**src/gdw_pkg.sv**
```systemverilog
// ----------------------------------------------------------------------------
// gdw_pkg
// shared constants, status codes and calendar helpers for the weekday block
// ----------------------------------------------------------------------------
`default_nettype none

package gdw_pkg;

  localparam int DAY_W    = 6;
  localparam int MONTH_W  = 4;
  localparam int YEAR_W   = 14;
  localparam int STATUS_W = 3;
  localparam int WDAY_W   = 3;
  localparam int COUNT_W  = 22;
  // exact count before saturation
  localparam int SUM_W    = 23;
  // days since the first year, per-year part
  localparam int DAYS_Y_W = 23;
  localparam int LEAPS_W  = 12;
  localparam int DOY_W    = 9;
  localparam int Q4_W     = YEAR_W - 2;
  localparam int Q25_W    = 8;

  localparam logic [YEAR_W-1:0]  FIRST_YEAR    = YEAR_W'(1584);
  localparam logic [COUNT_W-1:0] DAY_COUNT_MAX = {COUNT_W{1'b1}};
  // leap years in 1..1583
  localparam logic [LEAPS_W-1:0] LEAPS_BASE    = LEAPS_W'(383);
  // reciprocal of 25, exact for 12-bit dividends
  localparam int                 RECIP25_SH    = 17;
  localparam logic [12:0]        RECIP25       = 13'd5243;
  localparam logic [8:0]         DAYS_PER_YEAR = 9'd365;

  localparam logic [MONTH_W-1:0] MONTH_FEB = MONTH_W'(2);
  localparam logic [MONTH_W-1:0] MONTH_DEC = MONTH_W'(12);
  localparam logic [DAY_W-1:0]   FEB_LEAP_LEN = DAY_W'(29);

  localparam logic [STATUS_W-1:0] ST_OK           = 3'd0;
  localparam logic [STATUS_W-1:0] ST_BAD_YEAR     = 3'd1;
  localparam logic [STATUS_W-1:0] ST_BAD_MONTH    = 3'd2;
  localparam logic [STATUS_W-1:0] ST_BAD_DAY      = 3'd3;
  localparam logic [STATUS_W-1:0] ST_FEB29_COMMON = 3'd4;

  // month length, february taken as 29
  function automatic logic [DAY_W-1:0] month_len(input logic [MONTH_W-1:0] m);
    logic [DAY_W-1:0] len;
    case (m)
      4'd2:                     len = 6'd29;
      4'd4, 4'd6, 4'd9, 4'd11:  len = 6'd30;
      default:                  len = 6'd31;
    endcase
    return len;
  endfunction

  // days before the first of a month in a common year
  function automatic logic [DOY_W-1:0] days_before(input logic [MONTH_W-1:0] m);
    logic [DOY_W-1:0] d;
    case (m)
      4'd1:    d = 9'd0;
      4'd2:    d = 9'd31;
      4'd3:    d = 9'd59;
      4'd4:    d = 9'd90;
      4'd5:    d = 9'd120;
      4'd6:    d = 9'd151;
      4'd7:    d = 9'd181;
      4'd8:    d = 9'd212;
      4'd9:    d = 9'd243;
      4'd10:   d = 9'd273;
      4'd11:   d = 9'd304;
      4'd12:   d = 9'd334;
      default: d = 9'd0;
    endcase
    return d;
  endfunction

  // mod 7 by folding octal digits, since 8 is 1 mod 7
  function automatic logic [WDAY_W-1:0] mod7(input logic [SUM_W-1:0] x);
    logic [23:0] xp;
    logic [5:0]  s;
    logic [3:0]  a;
    logic [3:0]  b;
    xp = {1'b0, x};
    s  = 6'd0;
    for (int i = 0; i < 8; i++) begin
      s = s + 6'(xp[3*i +: 3]);
    end
    a = 4'(s[5:3]) + 4'(s[2:0]);
    b = 4'(a[3]) + 4'(a[2:0]);
    return (b == 4'd7) ? 3'd0 : b[2:0];
  endfunction

endpackage

`default_nettype wire

```
**src/gdw_year_unit.sv**
```systemverilog
// ----------------------------------------------------------------------------
// gdw_year_unit
// year arithmetic: leap flag after one stage, leap years passed and
// whole-year days after two
// ----------------------------------------------------------------------------
`default_nettype none

module gdw_year_unit (
  input  wire                            clk,
  input  wire  [gdw_pkg::YEAR_W-1:0]     year,
  output logic                           leap,
  output logic [gdw_pkg::LEAPS_W-1:0]    leaps,
  output logic [gdw_pkg::DAYS_Y_W-1:0]   days_y
);
  import gdw_pkg::*;

  // stage a
  logic [YEAR_W-1:0]  ym1;
  logic [Q4_W-1:0]    q4m1_nxt;
  logic [Q4_W-1:0]    y4;
  logic [24:0]        prod_m1;
  logic [24:0]        prod_y;
  logic [Q4_W-1:0]    q4m1_r;
  logic [Q25_W-1:0]   q100_r;
  logic [Q25_W-1:0]   yq25_r;
  logic [Q4_W-1:0]    y4_r;
  logic               div4_r;
  logic [YEAR_W-1:0]  yoff_r;

  // stage b
  logic [Q25_W+4:0]   yq25x25;
  logic               rem25_zero;
  logic               leap_nxt;
  logic [LEAPS_W-1:0] leaps_nxt;
  logic [DAYS_Y_W-1:0] days_y_nxt;

  assign ym1      = year - YEAR_W'(1);
  assign q4m1_nxt = ym1[YEAR_W-1:2];
  assign y4       = year[YEAR_W-1:2];
  assign prod_m1  = 25'(q4m1_nxt) * 25'(RECIP25);
  assign prod_y   = 25'(y4) * 25'(RECIP25);

  always_ff @(posedge clk) begin
    q4m1_r <= q4m1_nxt;
    q100_r <= prod_m1[RECIP25_SH +: Q25_W];
    yq25_r <= prod_y[RECIP25_SH +: Q25_W];
    y4_r   <= y4;
    div4_r <= (year[1:0] == 2'b00);
    yoff_r <= year - FIRST_YEAR;
  end

  // with the year a multiple of 4, y4 mod 25 zero means the year is a multiple of 100
  assign yq25x25    = ({5'd0, yq25_r} << 4) + ({5'd0, yq25_r} << 3) + {5'd0, yq25_r};
  assign rem25_zero = (13'(y4_r) == yq25x25);
  assign leap_nxt   = div4_r && (!rem25_zero || (yq25_r[1:0] == 2'b00));
  assign leaps_nxt  = LEAPS_W'(q4m1_r) - LEAPS_W'(q100_r) + LEAPS_W'(q100_r[Q25_W-1:2])
                    - LEAPS_BASE;
  assign days_y_nxt = DAYS_Y_W'(yoff_r) * DAYS_Y_W'(DAYS_PER_YEAR);

  // leap flag lines up with the first stage of the caller
  assign leap = leap_nxt;

  always_ff @(posedge clk) begin
    leaps  <= leaps_nxt;
    days_y <= days_y_nxt;
  end

endmodule

`default_nettype wire

```
**src/gregorian_date_to_weekday.sv**
```systemverilog
// ----------------------------------------------------------------------------
// gregorian_date_to_weekday
// checks a gregorian date and gives its day count from 1584-01-01 and weekday
// ----------------------------------------------------------------------------
// throughput: one item per cycle, busy is always low, no stall on either side
// the four stages are range checks with year arithmetic, day-of-year and status, sum, mod 7
// the receiver cannot stall: each result shows for exactly one cycle
// reset (rst_n low, synchronous) clears the stage valid bits, items in flight
// are dropped
`default_nettype none

module gregorian_date_to_weekday (
  input  wire                             clk,
  input  wire                             rst_n,
  input  wire                             start,
  output logic                            busy,
  input  wire  [gdw_pkg::DAY_W-1:0]       in_day_of_month,
  input  wire  [gdw_pkg::MONTH_W-1:0]     in_month_number,
  input  wire  [gdw_pkg::YEAR_W-1:0]      in_year_number,
  output logic                            out_valid,
  output logic [gdw_pkg::STATUS_W-1:0]    out_status,
  output logic [gdw_pkg::WDAY_W-1:0]      out_weekday,
  output logic [gdw_pkg::COUNT_W-1:0]     out_day_count
);
  import gdw_pkg::*;

  // stage 1: range checks on the raw fields
  logic                s1_vld_r;
  logic                s1_bad_year_r;
  logic                s1_bad_month_r;
  logic                s1_bad_day_r;
  logic                s1_feb29_r;
  logic [MONTH_W-1:0]  s1_month_r;
  logic [DAY_W-1:0]    s1_day_r;
  logic                bad_month_nxt;
  logic                bad_day_nxt;

  // stage 2: status and day of year, year terms from the year unit
  logic                leap;
  logic [LEAPS_W-1:0]  leaps;
  logic [DAYS_Y_W-1:0] days_y;
  logic                s2_vld_r;
  logic [STATUS_W-1:0] s2_status_r;
  logic [DOY_W-1:0]    s2_doy_r;
  logic [STATUS_W-1:0] status_nxt;
  logic [DOY_W-1:0]    doy_nxt;
  logic                s2_vld_nxt;

  // stage 3: exact count
  logic                s3_vld_r;
  logic [STATUS_W-1:0] s3_status_r;
  logic [SUM_W-1:0]    s3_count_r;
  logic [SUM_W-1:0]    count_nxt;

  // stage 4: weekday and saturation, zeroed for a bad date
  logic                out_vld_r;
  logic [STATUS_W-1:0] out_status_r;
  logic [WDAY_W-1:0]   out_wday_r;
  logic [COUNT_W-1:0]  out_count_r;
  logic                ok3;
  logic [WDAY_W-1:0]   wday_nxt;
  logic [COUNT_W-1:0]  sat_nxt;

  // fully pipelined, never holds off an item
  assign busy = 1'b0;

  // stage 1 ------------------------------------------------------------------
  assign bad_month_nxt = (in_month_number == '0) || (in_month_number > MONTH_DEC);
  // february allows 29 here, the common-year case is settled once leap is known
  assign bad_day_nxt   = (in_day_of_month == '0)
                      || (in_day_of_month > month_len(in_month_number));

  always_ff @(posedge clk) begin
    if (!rst_n) begin
      s1_vld_r <= 1'b0;
    end else begin
      s1_vld_r <= start && !busy;
    end
  end

  always_ff @(posedge clk) begin
    s1_bad_year_r  <= (in_year_number < FIRST_YEAR);
    s1_bad_month_r <= bad_month_nxt;
    s1_bad_day_r   <= bad_day_nxt;
    s1_feb29_r     <= (in_month_number == MONTH_FEB) && (in_day_of_month == FEB_LEAP_LEN);
    s1_month_r     <= in_month_number;
    s1_day_r       <= in_day_of_month;
  end

  // year arithmetic runs alongside stages 1 and 2
  gdw_year_unit u_year (
    .clk    (clk),
    .year   (in_year_number),
    .leap   (leap),
    .leaps  (leaps),
    .days_y (days_y)
  );

  // stage 2 ------------------------------------------------------------------
  // checks in priority order: year, month, day, february 29
  always_comb begin
    if (s1_bad_year_r) begin
      status_nxt = ST_BAD_YEAR;
    end else if (s1_bad_month_r) begin
      status_nxt = ST_BAD_MONTH;
    end else if (s1_bad_day_r) begin
      status_nxt = ST_BAD_DAY;
    end else if (s1_feb29_r && !leap) begin
      status_nxt = ST_FEB29_COMMON;
    end else begin
      status_nxt = ST_OK;
    end
  end

  // day within the year, one extra after february in a leap year
  assign doy_nxt = days_before(s1_month_r) + DOY_W'(s1_day_r)
                 + DOY_W'(leap && (s1_month_r > MONTH_FEB));
  assign s2_vld_nxt = s1_vld_r;

  always_ff @(posedge clk) begin
    if (!rst_n) begin
      s2_vld_r <= 1'b0;
    end else begin
      s2_vld_r <= s2_vld_nxt;
    end
  end

  always_ff @(posedge clk) begin
    s2_status_r <= status_nxt;
    s2_doy_r    <= doy_nxt;
  end

  // stage 3 ------------------------------------------------------------------
  // year terms from the unit are aligned with stage 2 registers
  assign count_nxt = days_y + SUM_W'(leaps) + SUM_W'(s2_doy_r);

  always_ff @(posedge clk) begin
    if (!rst_n) begin
      s3_vld_r <= 1'b0;
    end else begin
      s3_vld_r <= s2_vld_r;
    end
  end

  always_ff @(posedge clk) begin
    s3_status_r <= s2_status_r;
    s3_count_r  <= count_nxt;
  end

  // stage 4 ------------------------------------------------------------------
  // weekday from the exact count, day_count saturates for far-off years
  assign ok3      = (s3_status_r == ST_OK);
  assign wday_nxt = ok3 ? mod7(s3_count_r) : '0;
  assign sat_nxt  = !ok3 ? '0
                  : (s3_count_r[SUM_W-1:COUNT_W] != '0) ? DAY_COUNT_MAX
                  : s3_count_r[COUNT_W-1:0];

  always_ff @(posedge clk) begin
    if (!rst_n) begin
      out_vld_r <= 1'b0;
    end else begin
      out_vld_r <= s3_vld_r;
    end
  end

  always_ff @(posedge clk) begin
    out_status_r <= s3_status_r;
    out_wday_r   <= wday_nxt;
    out_count_r  <= sat_nxt;
  end

  assign out_valid     = out_vld_r;
  assign out_status    = out_status_r;
  assign out_weekday   = out_wday_r;
  assign out_day_count = out_count_r;

  // checks -------------------------------------------------------------------
  // every accepted item comes out as an out_valid strobe
  a_latency: assert property (@(posedge clk) disable iff (!rst_n)
    start && !busy |-> ##4 out_valid)
    else $error("item lost in pipeline");

  // no result without a start pulse before it
  a_no_phantom: assert property (@(posedge clk) disable iff (!rst_n)
    out_valid |-> $past(start, 4))
    else $error("result without an item");

  // a rejected date carries zero count and weekday
  a_bad_zero: assert property (@(posedge clk) disable iff (!rst_n)
    out_valid && (out_status != ST_OK) |-> (out_day_count == '0) && (out_weekday == '0))
    else $error("nonzero fields on a rejected date");

  // a valid date has a nonzero count and a weekday below seven
  a_ok_range: assert property (@(posedge clk) disable iff (!rst_n)
    out_valid && (out_status == ST_OK) |-> (out_day_count != '0) && (out_weekday != 3'd7))
    else $error("out-of-range fields on a valid date");

endmodule

`default_nettype wire

```
**config.mk**
```make
export PLATFORM = sky130hd
export DESIGN_NAME = gregorian_date_to_weekday
export DESIGN_NICKNAME = d
export VERILOG_FILES = /design/src/gdw_pkg.sv /design/src/gdw_year_unit.sv /design/src/gregorian_date_to_weekday.sv
export SDC_FILE = /design/constraint.sdc
export NUM_CORES = 1
export LEC_CHECK = 0
export ABC_AREA = 1
export CAP_MARGIN = 20
export CORE_ASPECT_RATIO = 1.5
export CORE_MARGIN = 1.5
export CORE_UTILIZATION = 60
export CTS_CLUSTER_DIAMETER = 60
export DETAILED_ROUTE_END_ITERATION = 16
export DONT_BUFFER_PORTS = 1
export GPL_ROUTABILITY_DRIVEN = 0
export PLACE_DENSITY = 0.79
export SKIP_LAST_GASP = 1
export SLEW_MARGIN = 20
export SYNTH_ARGS = -nofsm -noshare
export SYNTH_HDL_FRONTEND = slang
export SYNTH_HIERARCHICAL = 1
export SYNTH_SLANG_ARGS = --single-unit
export TNS_END_PERCENT = 1
```
**constraint.sdc**
```tcl
create_clock -name clk -period 6.4 [get_ports clk]
set_clock_uncertainty 0.15 [all_clocks]
set_input_delay 1.28 -clock clk [delete_from_list [all_inputs] [get_ports clk]]
set_output_delay 1.28 -clock clk [all_outputs]
set_load 0.02 [all_outputs]
```
---- Yosys cells after proc, flatten, opt, wreduce, memory -nomap -nowiden ----
Memory sizes are Yosys's and may differ from the RTL's. A register that Yosys moved wholly into a read port is not among the register bits.
Cells that the tools add are included.
storage, ports and cells
  register bits after elaboration ......... 174
  ROM bits ................................ 144
  word-level logic and storage cells ...... 85
  memories ................................ 1
cells by class
  add/subtract/negate cells ............... 20
  multiply operators ...................... 3
  order comparisons ....................... 4
  eq/ne operators ......................... 8
  mux-type cells .......................... 5
  bitwise gates (word level) .............. 1
  reduce and logical (&&, ||, !) cells .... 17
memories
  name              words  width  rd ports  clocked after Yosys merged registers in  write ports  RTL line       text
  (name not given)  16     9      1         1                                        0            gdw_pkg.sv:57  case (m)
operators with widths
  cell                      count
  $mul A12 B13 Y25 const B  2
  $add A23 B12 Y23          1
  $add A23 B9 Y23           1
  $mul A14 B9 Y23 const B   1
  $mux W22                  1
  $add A6 B3 Y6             3
  $lt A14 B11 Y1 const B    1
  $sub A14 B1 Y14 const B   1
  $sub A14 B11 Y14 const B  1
  $add A12 B11 Y13          1
  $add A13 B8 Y13           1
  $eq A12 B13 Y1            1
  $add A12 B6 Y12           1
  $eq A4 B3 Y1 const B      3
  $sub A12 B8 Y12           1
  $sub A12 B9 Y12 const B   1
  $add A9 B1 Y9             1
  $add A9 B6 Y9             1
  $add A3 B3 Y4             2
  $eq A4 B4 Y1 const B      2
  $add A5 B3 Y6             1
  $add A6 B2 Y6             1
  $eq A6 B5 Y1 const B      1
  $gt A6 B6 Y1              1
  other kinds (19)          27

---- Depth between registers and ports, before layout ----
  word-level depth ........................ 11
  mapped depth ............................ 32
  depth with buffers taken out ............ 32

---- Cells and area by module ----
Netlist, hierarchy kept.
by module, submodules not included
  module                     instances  cells each  area an instance (µm²)
  gdw_year_unit              1          1501        12515.8
  gregorian_date_to_weekday  1          561         4850.9

---- Least setup slack after synthesis ----
OpenSTA, ideal clock, no wires.
  kind .................................... input -> register
  from .................................... in in_year_number[3] (netlist name)
  to ...................................... reg u_year.q100_r[6]
  library setup time ...................... 0.113 ns
  arrival time ............................ 5.942 ns
  required time ........................... 6.137 ns
  path slack .............................. 0.196 ns
  stages .................................. 25
  cell sequence ........................... inv_1 > ha_1 > nand2_4 > nand2_1 > nand2_1 > nand2_1 > nand3_1 > xor2_1 > inv_1 > fa_1 > fa_1 > fa_1 > inv_1 > fa_1 > inv_1 > fa_1 > inv_1 > ha_1 > a21o_1 > a21oi_1 > o21ai_0 > nand2_1 > nand3_1 > nand2_1 > nand2_1
between the ends
  cells in the longest elaborated chain, start to end .. 2
ends and longest elaborated chain
  item                          RTL line                         text
  start, declared               gregorian_date_to_weekday.sv:19  input wire [gdw_pkg::YEAR_W-1:0] in_year_number,
  $sub A14 B1 Y14               gdw_year_unit.sv:37              assign ym1 = year - YEAR_W'(1);
  named net u_year.ym1[10]      gdw_year_unit.sv:18              logic [YEAR_W-1:0] ym1;
  $mul A12 B13 Y25              gdw_year_unit.sv:40              assign prod_m1 = 25'(q4m1_nxt) * 25'(RECIP25);
  named net u_year.prod_m1[23]  gdw_year_unit.sv:21              logic [24:0] prod_m1;
  end signal, assigned          gdw_year_unit.sv:45              q100_r <= prod_m1[RECIP25_SH +: Q25_W];
  end, declared                 gdw_year_unit.sv:24              logic [Q25_W-1:0] q100_r;
The timed path passes the listed nets, and every way through them passes these cells.
A chain may end at the register's enable or synchronous reset.

---- Final worst setup path ----
  from .................................... in in_year_number[6] (netlist name)
  to ...................................... reg u_year.q100_r[3]
Same word-level chain as after synthesis.

==> out/qor.tcl <==
set qor(grt_max_degree) 23
set qor(slew_limit_headroom_pct) 57.8
set qor(globalRouteTotalUtil_pct) 26.7
set qor(fmax_mhz) 168
set qor(route.vias.total) 13200
set qor(worst_ep_required_time_ns) 6.62
set qor(io_pins) 57
set qor(maximum_root_to_sink_buffer_count) 2
set qor(slew_viol_final) 0
set qor(hold-worst-slack_ns) 0.181
set qor(core_area_um2) 28600
set qor(hpwlAfterDp_um) 32100
set qor(timing.critical_path.to_type) {flop}
set qor(synthDominantCellAreaShare_pct) 21.3
set qor(holdCritPathClass) {flop to flop}
set qor(synth_seq_cells) 181
set qor(synthesis.instances) 2062
set qor(post_cts_resize_count) 0
set qor(crit_path_max_fanout) 10
set qor(synth_enable_flop_cells) 0
set qor(clock_tree.root_cell) {sky130_fd_sc_hd__clkbuf_16}
set qor(antenna_violating_nets_post_route) 0
set qor(grt_first_pass_wirelength_um) 63000
set qor(wirelength_um) 37300
set qor(drc) 0
set qor(grt_antenna_before_repair) 0
set qor(post-synth-top-area-cell) {sky130_fd_sc_hd__ha_1}
set qor(worstMarginPinSlew_ns) 0.632
set qor(final_cell_count_no_fill) 2490
set qor(final_util_pct) 64.7
set qor(synth.distinct_cells) 56
set qor(portBuffers) 0
set qor(cts_tree) {yes}
set qor(numClockSinks) 181
set qor(detailedRoute.firstIterationViolations) 571
set qor(yosys_most_used_dff) {sky130_fd_sc_hd__dfxtp_1}
set qor(first_pass_drt_iterations) 8
set qor(syn2layout_area_growth_pct) 6.71
set qor(antenna_cells) 0
set qor(clock_insertion_delay_worst_skew_ns) 0.46
set qor(via_count_normalized_by_instance_count) 5.28
set qor(number_of_nets_produced_by_synthesis) 2559
set qor(finish.instance_area_um2) 18500
set qor(outcome) {finished clean}
set qor(arrival_ns) 6.18
set qor(final.period_utilization_pct) 93.2
set qor(startpoint_type) {input pin}
set qor(hold_viol) 0
set qor(post_cts.repair.setup_buffers) 0
set qor(cts_hold_buffers) 0
set qor(fillers) 2299
set qor(place_area_um2) 17900
set qor(dieWidth_um) 142
set qor(cts_inserted_buffers) 17
set qor(synth.yosys.warnings) 6
set qor(synth_area_leaders) {sky130_fd_sc_hd__ha_1 (21%), sky130_fd_sc_hd__dfxtp_1 (21%), sky130_fd_sc_hd__fa_1 (20%)}
set qor(synthMostInstantiatedCell) {sky130_fd_sc_hd__inv_1}
set qor(cts_max_level) 4
set qor(place_inst) 2458
set qor(multiInputGateArea_um2) 11900
set qor(wire_length_per_cell_um) 15.0
set qor(setup_repair_after_global_routing_missed_its_margin) {no}
set qor(mappedNetlistArea_um2) 17400
set qor(placementRows) 76
set qor(synthesis.area_per_instance_um2) 8.42
set qor(ys_seq_area_share_pct) 20.9
set qor(grt.overflow.total) 0
set qor(chipHeight_um) 211
set qor(cts_clock_pin_slew_for_the_worst_setup_and_hold_paths_ns) 0.08
set qor(share_of_flip_flops_with_an_asynchronous_set_or_reset_after_synthesis_pct) 0
set qor(finalSetupViolCount) 0
set qor(worst-setup-path-type) {input pin to flop}
set qor(sequential_cell_area_um2) 3620
set qor(post-route-min-period_ns) 5.96
set qor(most_instantiated_cells_after_synthesis) {sky130_fd_sc_hd__inv_1 (480), sky130_fd_sc_hd__nand2_1 (356), sky130_fd_sc_hd__ha_1 (295)}
set qor(post_route_cells_drive_above_1_share_pct) 5.57
set qor(grt_pass1_vias) 14100
set qor(layout.nets) 2584
set qor(cap_viol_max_count) 0
set qor(total_die_area_um2) 30000
set qor(floorplan.initialDensity_pct) 60.7
## worst paths after layout
path                                         from               end  slack (ns)  depth (start not counted)
worst max-delay path            in_year_number[6]  u_year/q100_r[3]        0.44                         27
worst min-delay path               s2_status_r[0]    s3_status_r[0]        0.18                          0
worst max register to register     s3_count_r[10]    out_weekday[1]        1.35                         17
worst min register to register     s2_status_r[0]    s3_status_r[0]        0.18                          0
## stage by stage
step	setup TNS [ns]	setup slack, ns
final	0	0.436
after global routing	0	0.0544
after CTS	0	0.464
after detailed placement	-0.0342	-0.0342
after global placement	0	0.0859
after floorplan	0	0.196
## per-layer routing
metal | track usage (%) | share of wire (%) | vias up
li1 | - | - | 6450
met3 | 3.87 | 2.9 | 136
met1 | 24.7 | 34 | 6228
met2 | 54.0 | 57 | 336
met5 | 0 | 0 | -
met4 | 15.6 | 5.8 | 0
## cells by family after synthesis
family,after synthesis,synth area share [%]
simple gates,664,16.9
buf+inv,495,10.7
fa+ha+maj,470,41.4
flops,181,20.9
compound gates,179,6.38
xor+xnor,72,3.72
other cells,1,0.0216
## cell usage in the layout, fill, tap and decap left out, types with 6 or more instances in the layout
cell | netlist | final
sky130_fd_sc_hd__inv_2 | 10 | 10
sky130_fd_sc_hd__a21o_1 | 15 | 15
sky130_fd_sc_hd__fa_1 | 175 | 175
sky130_fd_sc_hd__ha_1 | 295 | 295
sky130_fd_sc_hd__xnor2_1 | 21 | 21
sky130_fd_sc_hd__nor2_1 | 121 | 121
sky130_fd_sc_hd__nand2_1 | 356 | 356
sky130_fd_sc_hd__o21bai_1 | 11 | 11
sky130_fd_sc_hd__clkbuf_16 | 0 | 17
sky130_fd_sc_hd__buf_4 | 1 | 11
sky130_fd_sc_hd__a21oi_1 | 81 | 81
sky130_fd_sc_hd__nand3b_1 | 11 | 11
sky130_fd_sc_hd__nor3_2 | 6 | 6
sky130_fd_sc_hd__nand2_2 | 24 | 24
sky130_fd_sc_hd__inv_1 | 480 | 480
sky130_fd_sc_hd__nand4_1 | 22 | 22
sky130_fd_sc_hd__xor2_1 | 49 | 49
sky130_fd_sc_hd__nand3_1 | 87 | 87
sky130_fd_sc_hd__dfxtp_1 | 181 | 181
sky130_fd_sc_hd__nor3_1 | 13 | 13
sky130_fd_sc_hd__o21ai_0 | 31 | 31
## flip-flops by register name, summed over array words and instances (netlist names), 3 cells and up, named ones only
signal and count:
s3_count_r 23, u_year/days_y 23, out_day_count 22, u_year/yoff_r 14
u_year/leaps 12, u_year/q4m1_r 12, u_year/y4_r 10, s2_doy_r 9
u_year/q100_r 8, u_year/yq25_r 8, s1_day_r 6, s1_month_r 4
out_status 3, out_weekday 3, s2_status_r 3, s3_status_r 3
## critical path, cell delays in order
cell                       delay, ns
sky130_fd_sc_hd__inv_1          0.16
sky130_fd_sc_hd__ha_1           0.21
sky130_fd_sc_hd__and3_1         0.19
sky130_fd_sc_hd__nand2_2        0.07
sky130_fd_sc_hd__a21boi_2       0.15
sky130_fd_sc_hd__xor2_1         0.24
sky130_fd_sc_hd__fa_1           0.52
sky130_fd_sc_hd__xor2_1         0.18
sky130_fd_sc_hd__ha_1           0.16
sky130_fd_sc_hd__inv_1          0.04
sky130_fd_sc_hd__nand2_1        0.06
sky130_fd_sc_hd__inv_1          0.05
sky130_fd_sc_hd__fa_1           0.50
sky130_fd_sc_hd__inv_1          0.06
sky130_fd_sc_hd__fa_1           0.53
sky130_fd_sc_hd__inv_1          0.06
sky130_fd_sc_hd__fa_1           0.54
sky130_fd_sc_hd__inv_1          0.05
sky130_fd_sc_hd__ha_1           0.33
sky130_fd_sc_hd__a21oi_1        0.18
sky130_fd_sc_hd__o21ai_0        0.14
sky130_fd_sc_hd__a21oi_1        0.14
sky130_fd_sc_hd__nand2_1        0.10
sky130_fd_sc_hd__nand2_1        0.10
sky130_fd_sc_hd__nand2_1        0.05
sky130_fd_sc_hd__nand2_1        0.05
sky130_fd_sc_hd__nand2_1        0.04
## cell type report
type / instances / share of cell area [%]
multi-input combinational: 1386 / 64.1
sequential: 181 / 19.6
inverter: 490 / 9.93
tap: 390 / 2.63
clock buffer: 17 / 2.30
clock inverter: 15 / 1.05
timing repair buffer: 11 / 0.446
Power is not shown: default switching activity piles up to over one toggle a cycle in this logic, so the estimate is an artifact.
